--- src/rtl/svtc_pkg.sv ---
`timescale 1ns / 1ps
// ----------------------------------------------------------------------------
// svtc_pkg
// Shared types and codes for the valve trial controller: phase and cause
// codes, configuration set and the packed per-tick result.
// ----------------------------------------------------------------------------
package svtc_pkg;

    // configuration register width and default tick counter width
    localparam int CFG_W          = 24;
    localparam int DEF_TICK_W     = 24;
    localparam int PADDR_W        = 4;
    localparam int PDATA_W        = 32;
    localparam int S_TDATA_W      = 8;
    localparam int M_TDATA_W      = 16;

    // phase codes
    localparam logic [1:0] PH_IDLE  = 2'd0;
    localparam logic [1:0] PH_TRIAL = 2'd1;
    localparam logic [1:0] PH_HOLD  = 2'd2;

    // change cause codes
    localparam logic [2:0] WHY_BOOT    = 3'd0;
    localparam logic [2:0] WHY_OFF     = 3'd1;
    localparam logic [2:0] WHY_SCHED   = 3'd2;
    localparam logic [2:0] WHY_KEEP    = 3'd3;
    localparam logic [2:0] WHY_TIMEOUT = 3'd4;
    localparam logic [2:0] WHY_MAXHOLD = 3'd5;

    // register indexes on the configuration port
    localparam logic [1:0] REG_MIN_CLOSED   = 2'd0;
    localparam logic [1:0] REG_TRIAL_WINDOW = 2'd1;
    localparam logic [1:0] REG_MAX_HOLD     = 2'd2;

    typedef struct packed {
        logic [CFG_W-1:0] max_hold_ticks;
        logic [CFG_W-1:0] trial_window_ticks;
        logic [CFG_W-1:0] min_closed_ticks;
    } cfg_t;

    // declared highest field first so valve_level lands in bit 0
    typedef struct packed {
        logic       max_hold_warn;
        logic       stray_keep_open;
        logic [2:0] cause;
        logic [1:0] phase;
        logic       changed;
        logic       close_pulse;
        logic       open_pulse;
        logic       valve_level;
    } result_t;

    localparam int RESULT_W = $bits(result_t);

endpackage

--- src/rtl/svtc_step.sv ---
`timescale 1ns / 1ps
// ----------------------------------------------------------------------------
// svtc_step
// Next-state and result logic for one tick: phase decision, tick count
// update with saturation, cause tracking and relay pulses.
// ----------------------------------------------------------------------------
module svtc_step #(
    parameter int TICK_W = svtc_pkg::DEF_TICK_W
) (
    input  logic [1:0]          cur_phase,
    input  logic [TICK_W-1:0]   ticks,
    input  logic [2:0]          last_cause,
    input  logic                due_flag,
    input  logic                keep_open_req,
    input  logic                turn_off_req,
    input  svtc_pkg::cfg_t      cfg,
    output logic [1:0]          next_phase,
    output logic [TICK_W-1:0]   next_ticks,
    output logic [2:0]          next_cause,
    output svtc_pkg::result_t   result
);
    import svtc_pkg::*;

    localparam int CMP_W = (TICK_W > CFG_W) ? TICK_W : CFG_W;

    logic [1:0]       ph;
    logic [CMP_W-1:0] t_ext;
    logic             min_closed_done;
    logic             window_done;
    logic             hold_done;
    logic             stray;
    logic             maxwarn;
    logic             chg;
    logic             open_before;
    logic             now_open;

    // threshold compares on the count before this tick
    assign t_ext           = CMP_W'(ticks);
    assign min_closed_done = t_ext >= CMP_W'(cfg.min_closed_ticks);
    assign window_done     = t_ext >= CMP_W'(cfg.trial_window_ticks);
    assign hold_done       = t_ext >= CMP_W'(cfg.max_hold_ticks);

    // unused phase code behaves as holding
    assign ph = (cur_phase == 2'd3) ? PH_HOLD : cur_phase;

    // phase decision
    always_comb
    begin
        next_phase = ph;
        next_cause = last_cause;
        stray      = 1'b0;
        maxwarn    = 1'b0;
        if (turn_off_req && ph != PH_IDLE)
        begin
            next_phase = PH_IDLE;
            next_cause = WHY_OFF;
        end
        else
        begin
            case (ph)
                PH_IDLE:
                begin
                    stray = keep_open_req;
                    if (min_closed_done && due_flag)
                    begin
                        next_phase = PH_TRIAL;
                        next_cause = WHY_SCHED;
                    end
                end
                PH_TRIAL:
                begin
                    if (keep_open_req)
                    begin
                        next_phase = PH_HOLD;
                        next_cause = WHY_KEEP;
                    end
                    else if (window_done)
                    begin
                        next_phase = PH_IDLE;
                        next_cause = WHY_TIMEOUT;
                    end
                end
                default:
                begin
                    if (hold_done)
                    begin
                        next_phase = PH_IDLE;
                        next_cause = WHY_MAXHOLD;
                        maxwarn    = 1'b1;
                    end
                end
            endcase
        end
    end

    assign open_before = ph != PH_IDLE;
    assign now_open    = next_phase != PH_IDLE;
    assign chg         = next_phase != ph;

    // tick count: restart on change, else count up and saturate
    always_comb
    begin
        if (chg)
            next_ticks = TICK_W'(1);
        else if (ticks != {TICK_W{1'b1}})
            next_ticks = ticks + TICK_W'(1);
        else
            next_ticks = ticks;
    end

    // per-tick result
    always_comb
    begin
        result.valve_level     = now_open;
        result.open_pulse      = chg && now_open && !open_before;
        result.close_pulse     = chg && !now_open && open_before;
        result.changed         = chg;
        result.phase           = next_phase;
        result.cause           = next_cause;
        result.stray_keep_open = stray;
        result.max_hold_warn   = maxwarn;
    end

endmodule

--- src/rtl/svtc_cfg.sv ---
`timescale 1ns / 1ps
// ----------------------------------------------------------------------------
// svtc_cfg
// Configuration register file on an APB-style port: three 24-bit tick
// thresholds, written on the access phase and read back.
// ----------------------------------------------------------------------------
module svtc_cfg (
    input  logic                            clk,
    input  logic                            rst_n,
    input  logic                            psel,
    input  logic                            penable,
    input  logic                            pwrite,
    input  logic [svtc_pkg::PADDR_W-1:0]    paddr,
    input  logic [svtc_pkg::PDATA_W-1:0]    pwdata,
    output logic [svtc_pkg::PDATA_W-1:0]    prdata,
    output logic                            pready,
    output svtc_pkg::cfg_t                  cfg
);
    import svtc_pkg::*;

    cfg_t       cfg_reg;
    cfg_t       cfg_next;
    logic [1:0] reg_idx;
    logic       wr_en;

    assign pready  = 1'b1;
    assign reg_idx = paddr[3:2];
    assign wr_en   = psel && penable && pwrite;

    // write decode
    always_comb
    begin
        cfg_next = cfg_reg;
        if (wr_en)
        begin
            unique case (reg_idx)
                REG_MIN_CLOSED:   cfg_next.min_closed_ticks   = pwdata[CFG_W-1:0];
                REG_TRIAL_WINDOW: cfg_next.trial_window_ticks = pwdata[CFG_W-1:0];
                REG_MAX_HOLD:     cfg_next.max_hold_ticks     = pwdata[CFG_W-1:0];
                default:          cfg_next = cfg_reg;
            endcase
        end
    end

    always_ff @(posedge clk or negedge rst_n)
    begin
        if (!rst_n)
            cfg_reg <= '0;
        else
            cfg_reg <= cfg_next;
    end

    // read mux
    always_comb
    begin
        unique case (reg_idx)
            REG_MIN_CLOSED:   prdata = PDATA_W'(cfg_reg.min_closed_ticks);
            REG_TRIAL_WINDOW: prdata = PDATA_W'(cfg_reg.trial_window_ticks);
            REG_MAX_HOLD:     prdata = PDATA_W'(cfg_reg.max_hold_ticks);
            default:          prdata = '0;
        endcase
    end

    assign cfg = cfg_reg;

endmodule

--- src/rtl/scheduled_valve_trial_controller.sv ---
`timescale 1ns / 1ps
// ----------------------------------------------------------------------------
// scheduled_valve_trial_controller
// Three-phase valve controller (idle, trial, holding) driven by tick items,
// with a saturating tick counter and per-tick relay and status result.
//
//   channel  | dir | handshake               | payload
//   ---------+-----+-------------------------+--------------------------------
//   s_*      | in  | s_tvalid / s_tready     | s_tdata: tick flags
//   m_*      | out | m_tvalid / m_tready     | m_tdata: tick result
//   apb      | in  | psel, penable, pready   | paddr, pwdata, prdata: thresholds
//
// One tick per cycle sustained while m_tready stays high; a tick's result
// goes from the input register through the step logic into the result
// register, from which it transfers out on m_tdata.
// The phase/count/cause registers update when a tick moves into the result
// register, so the next tick sees them the following cycle.
// Reset: idle phase, count 0, cause boot, thresholds 0, both stages empty.
// A stalled m_tready holds the result; the input register still takes one
// more tick before s_tready drops.
// ----------------------------------------------------------------------------
module scheduled_valve_trial_controller #(
    parameter int TICK_COUNT_WIDTH = svtc_pkg::DEF_TICK_W
) (
    input  logic                            clk,
    input  logic                            rst_n,
    // due_flag[0], keep_open_req[1], turn_off_req[2], zeros[7:3]
    input  logic                            s_tvalid,
    output logic                            s_tready,
    input  logic [svtc_pkg::S_TDATA_W-1:0]  s_tdata,
    // valve_level[0], open_pulse[1], close_pulse[2], changed[3], phase[5:4],
    // cause[8:6], stray_keep_open[9], max_hold_warn[10], zeros[15:11]
    output logic                            m_tvalid,
    input  logic                            m_tready,
    output logic [svtc_pkg::M_TDATA_W-1:0]  m_tdata,
    input  logic                            psel,
    input  logic                            penable,
    input  logic                            pwrite,
    input  logic [svtc_pkg::PADDR_W-1:0]    paddr,
    input  logic [svtc_pkg::PDATA_W-1:0]    pwdata,
    output logic [svtc_pkg::PDATA_W-1:0]    prdata,
    output logic                            pready
);
    import svtc_pkg::*;

    cfg_t                       cfg;

    logic                       in_valid_reg;
    logic [2:0]                 in_flags_reg;
    logic                       out_valid_reg;
    result_t                    out_result_reg;
    result_t                    step_result;

    logic [1:0]                 phase_reg;
    logic [1:0]                 phase_next;
    logic [TICK_COUNT_WIDTH-1:0] ticks_reg;
    logic [TICK_COUNT_WIDTH-1:0] ticks_next;
    logic [2:0]                 cause_reg;
    logic [2:0]                 cause_next;

    logic                       out_free;
    logic                       step_fire;
    logic                       in_take;

    // configuration registers
    svtc_cfg u_cfg (
        .clk     (clk),
        .rst_n   (rst_n),
        .psel    (psel),
        .penable (penable),
        .pwrite  (pwrite),
        .paddr   (paddr),
        .pwdata  (pwdata),
        .prdata  (prdata),
        .pready  (pready),
        .cfg     (cfg)
    );

    // stage flow control
    assign out_free  = !out_valid_reg || m_tready;
    assign step_fire = in_valid_reg && out_free;
    assign s_tready  = !in_valid_reg || step_fire;
    assign in_take   = s_tvalid && s_tready;

    // tick step logic
    svtc_step #(
        .TICK_W (TICK_COUNT_WIDTH)
    ) u_step (
        .cur_phase     (phase_reg),
        .ticks         (ticks_reg),
        .last_cause    (cause_reg),
        .due_flag      (in_flags_reg[0]),
        .keep_open_req (in_flags_reg[1]),
        .turn_off_req  (in_flags_reg[2]),
        .cfg           (cfg),
        .next_phase    (phase_next),
        .next_ticks    (ticks_next),
        .next_cause    (cause_next),
        .result        (step_result)
    );

    // control state: stage valids and controller state
    always_ff @(posedge clk or negedge rst_n)
    begin
        if (!rst_n)
        begin
            in_valid_reg  <= 1'b0;
            out_valid_reg <= 1'b0;
            phase_reg     <= PH_IDLE;
            ticks_reg     <= '0;
            cause_reg     <= WHY_BOOT;
        end
        else
        begin
            if (in_take)
                in_valid_reg <= 1'b1;
            else if (step_fire)
                in_valid_reg <= 1'b0;

            if (step_fire)
                out_valid_reg <= 1'b1;
            else if (m_tready)
                out_valid_reg <= 1'b0;

            if (step_fire)
            begin
                phase_reg <= phase_next;
                ticks_reg <= ticks_next;
                cause_reg <= cause_next;
            end
        end
    end

    // payload registers
    always_ff @(posedge clk)
    begin
        if (in_take)
            in_flags_reg <= s_tdata[2:0];
        if (step_fire)
            out_result_reg <= step_result;
    end

    assign m_tvalid = out_valid_reg;
    assign m_tdata  = M_TDATA_W'(out_result_reg);

endmodule

--- config.mk ---
export PLATFORM = sky130hd
export DESIGN_NAME = scheduled_valve_trial_controller
export DESIGN_NICKNAME = d
export VERILOG_FILES = /design/src/rtl/svtc_pkg.sv /design/src/rtl/svtc_step.sv /design/src/rtl/svtc_cfg.sv /design/src/rtl/scheduled_valve_trial_controller.sv
export SDC_FILE = /design/constraint.sdc
export NUM_CORES = 1
export LEC_CHECK = 0
export ABC_AREA = 1
export BUFFER_PORTS_ARGS = -buffer_cell sky130_fd_sc_hd__buf_2
export CAP_MARGIN = 10
export CORE_MARGIN = 5
export CORE_UTILIZATION = 60
export DETAILED_ROUTE_END_ITERATION = 8
export PLACE_DENSITY = 0.82
export SYNTH_ARGS = -nofsm -noshare
export SYNTH_HDL_FRONTEND = slang
export SYNTH_HIERARCHICAL = 1
export SYNTH_SLANG_ARGS = --single-unit
--- constraint.sdc ---
create_clock -name clk -period 5.3 [get_ports clk]
set_input_delay 0.795 -clock clk [delete_from_list [all_inputs] [get_ports clk]]
set_output_delay 0.795 -clock clk [all_outputs]
set_load 0.01 [all_outputs]
Yosys cells after proc, flatten, opt, wreduce, memory -nomap -nowiden
Cells that the tools add are included.
{"block": "classes", "magnitude_cmp": 3, "n_eq_ne": 6, "n_bitwise": 1, "reduce_logical": 29, "muxes": 21, "addsub": 1}
{"op": "greater-or-equal comparator 24 bit", "n": 3}
{"op": "case mux 24 bit (3 select lines)", "n": 1}
{"op": "two-way mux 24 bit", "n": 2}
{"op": "adder 24 x 1 -> 24 bit, second input constant", "n": 1}
{"op": "!= test 24 bit, second input constant", "n": 1}
{"op": "two-way mux 3 bit", "n": 5}
{"op": "two-way mux 2 bit", "n": 6}
{"op": "logical AND 1 bit", "n": 10}
{"op": "nonzero test 2 bit", "n": 5}
{"op": "AND reduction 2 bit", "n": 4}
{"op": "case mux 3 bit (2 select lines)", "n": 1}
{"op": "two-way mux 1 bit", "n": 5}
{"op": "equality test 2 x 1 -> 1 bit, second input constant", "n": 2}
{"op": "equality test 2 bit, second input constant", "n": 2}
{"op": "logical NOT 1 bit", "n": 4}
{"op": "logical NOT 2 bit", "n": 2}
{"op": "case mux 2 bit (2 select lines)", "n": 1}
{"op": "OR reduction 3 bit", "n": 1}
{"op": "logical OR 1 bit", "n": 2}
{"op": "!= test 2 bit", "n": 1}
{"op": "OR reduction 2 bit", "n": 1}
{"op": "inverter 1 bit", "n": 1}
{"block": "word_totals", "in_bits": 51, "output_inout_bits": 51, "ff_bits": 117, "wordCells": 78}

Logic depth before layout (Yosys ltp)
{"block": "logic_depth", "word_depth": 10, "ltp_mapped": 19, "mapped_depth_nobuf": 18}

By module
Netlist, hierarchy kept.
{"module": "svtc_cfg", "instances": 1, "cells_each": 431, "seq_area_each_um2": 1801.7, "area_each_um2": 3324.4}
{"module": "svtc_step", "instances": 1, "cells_each": 535, "seq_area_each_um2": 0.0, "area_each_um2": 3293.2}
{"module": "scheduled_valve_trial_controller", "instances": 1, "cells_each": 156, "seq_area_each_um2": 1196.1, "area_each_um2": 1695.4}

Worst setup path before layout
OpenSTA, ideal clock, no wires.
{"block": "synth_timing", "kind": "register to register", "startpoint": "register ticks_reg[0]", "endpoint": "register out_result_reg (netlist bit m_tdata[3]), data pin", "n_path_buf": 2, "synth_period_minus_slack_ns": 2.243, "path_stages_with_launch": 15, "slack_ns": 3.057, "setup_ns": 0.251, "arrival_ns": 1.992, "t_required_ns": 5.049, "cell_sequence": "dfrtp_1 -> inv_1 -> ha_1 -> nand2_1 -> nor2_1 -> and2_1 -> nor2_2 -> nand3_1 -> nand2_1 -> nand3_2 -> or2_4 -> nand2_4 -> nand2_8 -> buf_12 -> buf_4"}
{"block": "synth_via", "elab_chain_len": 6, "elab_cells_between_ends": 11, "cone_classes": "3 x order compare; 1 x eq/ne; 6 x mux; 1 x reduce/logical"}
{"item": "from (decl)", "line_no": "scheduled_valve_trial_controller.sv:56", "rtl": "logic [TICK_COUNT_WIDTH-1:0] ticks_reg;"}
{"item": "from (signal assigned)", "line_no": "scheduled_valve_trial_controller.sv:128", "rtl": "ticks_reg <= ticks_next;"}
{"item": "greater-or-equal comparator 24 bit (on tied branches)", "line_no": "svtc_step.sv:40, svtc_step.sv:39"}
{"item": "two-way mux 2 bit or logical AND 1 bit (tied branches)", "line_no": "svtc_step.sv:77, svtc_step.sv:64"}
{"item": "two-way mux 2 bit (on tied branches)", "line_no": "svtc_step.sv:72, svtc_step.sv:64"}
{"item": "case mux 2 bit (2 select lines) (*)", "line_no": "svtc_step.sv:60", "rtl": "case (ph)"}
{"item": "two-way mux 2 bit (*)", "line_no": "svtc_step.sv:53", "rtl": "if (turn_off_req && ph != PH_IDLE)"}
{"item": "!= test 2 bit (*)", "line_no": "svtc_step.sv:98", "rtl": "assign chg = next_phase != ph;"}
{"item": "named net u_step.chg", "line_no": "svtc_step.sv:33", "rtl": "logic chg;"}
{"item": "to (signal assigned)", "line_no": "scheduled_valve_trial_controller.sv:140", "rtl": "out_result_reg <= step_result;"}
{"item": "to (decl)", "line_no": "scheduled_valve_trial_controller.sv:51", "rtl": "result_t out_result_reg;"}
The timed path passes the listed nets; every way through them passes the cells marked *.
A chain may end at the register's enable or synchronous reset.

==> out/metrics.cfg <==
[synthesis]
synth_xor_area_share_pct=2.32
synth.avg_cell_area_sq_um=7.41
synth_compound_area_share_pct=2.51
ys_seq_area_share_pct=36.1
synthAdderAreaFrac_pct=11.0
synth_mux_area_share_pct=0
synth_commonest_cells=nand2_1, inv_1, dfrtp_1, ha_1, nand3_1
synth_edf_count=14
synth.ff_latch_count=117
syn_area_sq_mm=0.00831
yosysWarnings=6
synth_ff_type=dfrtp_1
synthTopCellsByArea=dfrtp_1, nand2_1, ha_1, inv_1, edfxtp_1
synth-simple-area-share_pct=37.4
synth_top_family_by_area=simple AND/OR/NAND/NOR gates
synth_top_cell_by_area=dfrtp_1
yosysMostFrequentCell=nand2_1
yosysTopAreaCellShare_pct=31.0
synth_cells=1122
ys_async_sr_fraction_pct=88.0
synth.distinct_cells=36

[finish]
post-route-util_pct=67.0
drive_gt1_share_pct=14.5
largest_reg_flops=72
seqCellArea_sq_mm=0.00300
fin_nets=1300
antenna_cells=0
multi_input_area_sq_mm=0.00448
fillers=1134
syn2layout_area_growth_pct=10.6

[timing]
max_slew_margin_pct=49.8
setup_violations=0
slew_viol_final=0
period_share_pct=53.7
max_freq_mhz=351
fin_tns_setup_ns=0
rsz0062_at_grt=false
tightest_slew_ns=0.753
fin_crit_ns=2.85
final_hold_viol_count=0
skew_ns=0.00504

[drt]
vias=7434
via_per_inst=5.43
dr.pass1.iters=6
avgRoutedWirePerCell_um=15.4
drc=0
drt_iter0_markers=613
ant_nets=0
drt-total-wl_mm=21.1

[clocking]
cts-root-buf=clkbuf_16
cts.path.max_buffers=2
numClockSinks=117
ctsResizeCount=0
clk_latency_ns=0.41
ctsHtreeMaxLevel=4
cts_setup_buffers=0
cts_tree=yes
path_clk_slew_ns=0.06
cts_inserted_buffers=17
hold_buffers=0

[die]
die_x_um=128
core_area_sq_mm=0.0137
row_count=43
dieArea_sq_mm=0.0163
die_h_um=128
ioPinCount=102
start_util_pct=60.6

[setup_path]
worstPathArrival_ns=3.15
crit_buf_inv=1
reg2reg_slack_ns=2.45
r2r_start=ticks_reg[0]
cp_top_family=simple AND/OR/NAND/NOR gates
crit_path_cell_trace=inv_1, ha_1, nand2_1, nor2_1, a21oi_1, nand3_1, nand2_1, nand2_1, nand2_1, nand3_1, nand2_4, nand2_8, nor2_1, nand3_1, nand2_1
crit_path_frequent_cell=nand2_1
rr_worst_depth=15
required_ns=5.60
path_max_fanout=24
critPathKind=flip-flop to flip-flop
slowest_delay_ns=0.50
critPathSlowestCell=dfrtp_1
rr_endpoint=ticks_reg[2]
critPathCaptureType=flip-flop
worst_setup_path_start_kind=flip-flop

[outcome]
status=complete, no violations

[global_route]
grt_max_degree=58
first_global_vias=7184
antenna_found_initial=0
grt_overflow=0
grt_use_total_pct=26.7
grt_pass1_wl_mm=34.8

[worst_hold_path]
hold_class=input pin to asynchronous set/reset pin

[pwr]
power_leakage_nw=5.02
p_per_area_mw_per_mm2=370
ir_drop_mv=0.203

[place]
gp_congestion=0.964
hpwl_mm=14.1
io_buffers=72

[flow_run]
maxCapViolCount=0

[cell usage in the layout (no fill, tap or decap), drive strengths merged]
master and count:
bufinv 4, a21o 3, xnor2 11, clkinv 5
dfrtp 103, nand3 77, nor2 85, buf 77
a21oi 27, clkinvlp 6, o21ai 5, nor3 12
nor4 7, nand2 488, ha 73, xor2 11
nand4 13, inv 129, edfxtp 14, o21a 3
or2 1, clkbuf 17, nand3b 2, conb 14
and2 2
[how the worst max path moves through the flow]
stage	endpoint	cells past startpoint	start	slack [ns]
6_report	ticks_reg[2]	15	ticks_reg[0]	2.45
2_1_floorplan	m_tdata[3]	14	ticks_reg[0]	3.06
5_1_grt	ticks_reg[2]	15	ticks_reg[0]	2.26
3_3_place_gp	ticks_reg[23]	15	ticks_reg[0]	2.62
3_5_place_dp	ticks_reg[2]	15	ticks_reg[0]	2.60
4_1_cts	ticks_reg[2]	15	ticks_reg[0]	2.54
[power breakdown]
group | switching, W | internal, W | total [W]
sequential | 0.000170 | 0.00108 | 0.00125
combinational | 0.000615 | 0.000338 | 0.000953
clock | 0.000421 | 0.000779 | 0.00120
total | 0.00121 | 0.00220 | 0.00341
[logic make-up after synthesis]
logic type / count (synthesis)
and+or+nand+nor: 687
buffers and inverters: 182
DFF: 117
adders and majority gates: 73
AOI/OAI and AO/OA: 38
xor gates and xnor gates: 22
other: 3
[layout make-up]
| cell class | instances | share of cell area [%] |
|---|---|---|
| inverters | 129 | 5.26 |
| well taps | 180 | 2.45 |
| multi-input cells | 834 | 48.7 |
| clock inverters | 15 | 2.04 |
| clock buffers | 17 | 4.63 |
| repair buffers | 77 | 4.35 |
| flip-flops and latches | 117 | 32.6 |
[per-layer routing]
layer  global-route usage [%]  routed length, um
met4                     10.5                512
met3                     5.29               1640
met2                     44.0              10300
met1                     34.9               8720
met5                        0                  0
[per-stage QoR]
stage | hold WS, ns | worst slack (ns) | instance area, sq um | cells | total power (W)
3_5_place_dp | 0.464 | 2.60 | 8580 | 1337 | 0.00218
5_1_grt | 0.509 | 2.26 | 9200 | 1369 | 0.00361
3_3_place_gp | 0.457 | 2.62 | 8580 | 1337 | 0.00213
6_report | 0.448 | 2.45 | 9200 | 1369 | 0.00341
2_1_floorplan | 0.442 | 3.06 | 8350 | 1133 | 0.00193
4_1_cts | 0.463 | 2.54 | 9200 | 1369 | 0.00341
Power figures use the tool's default switching activity.
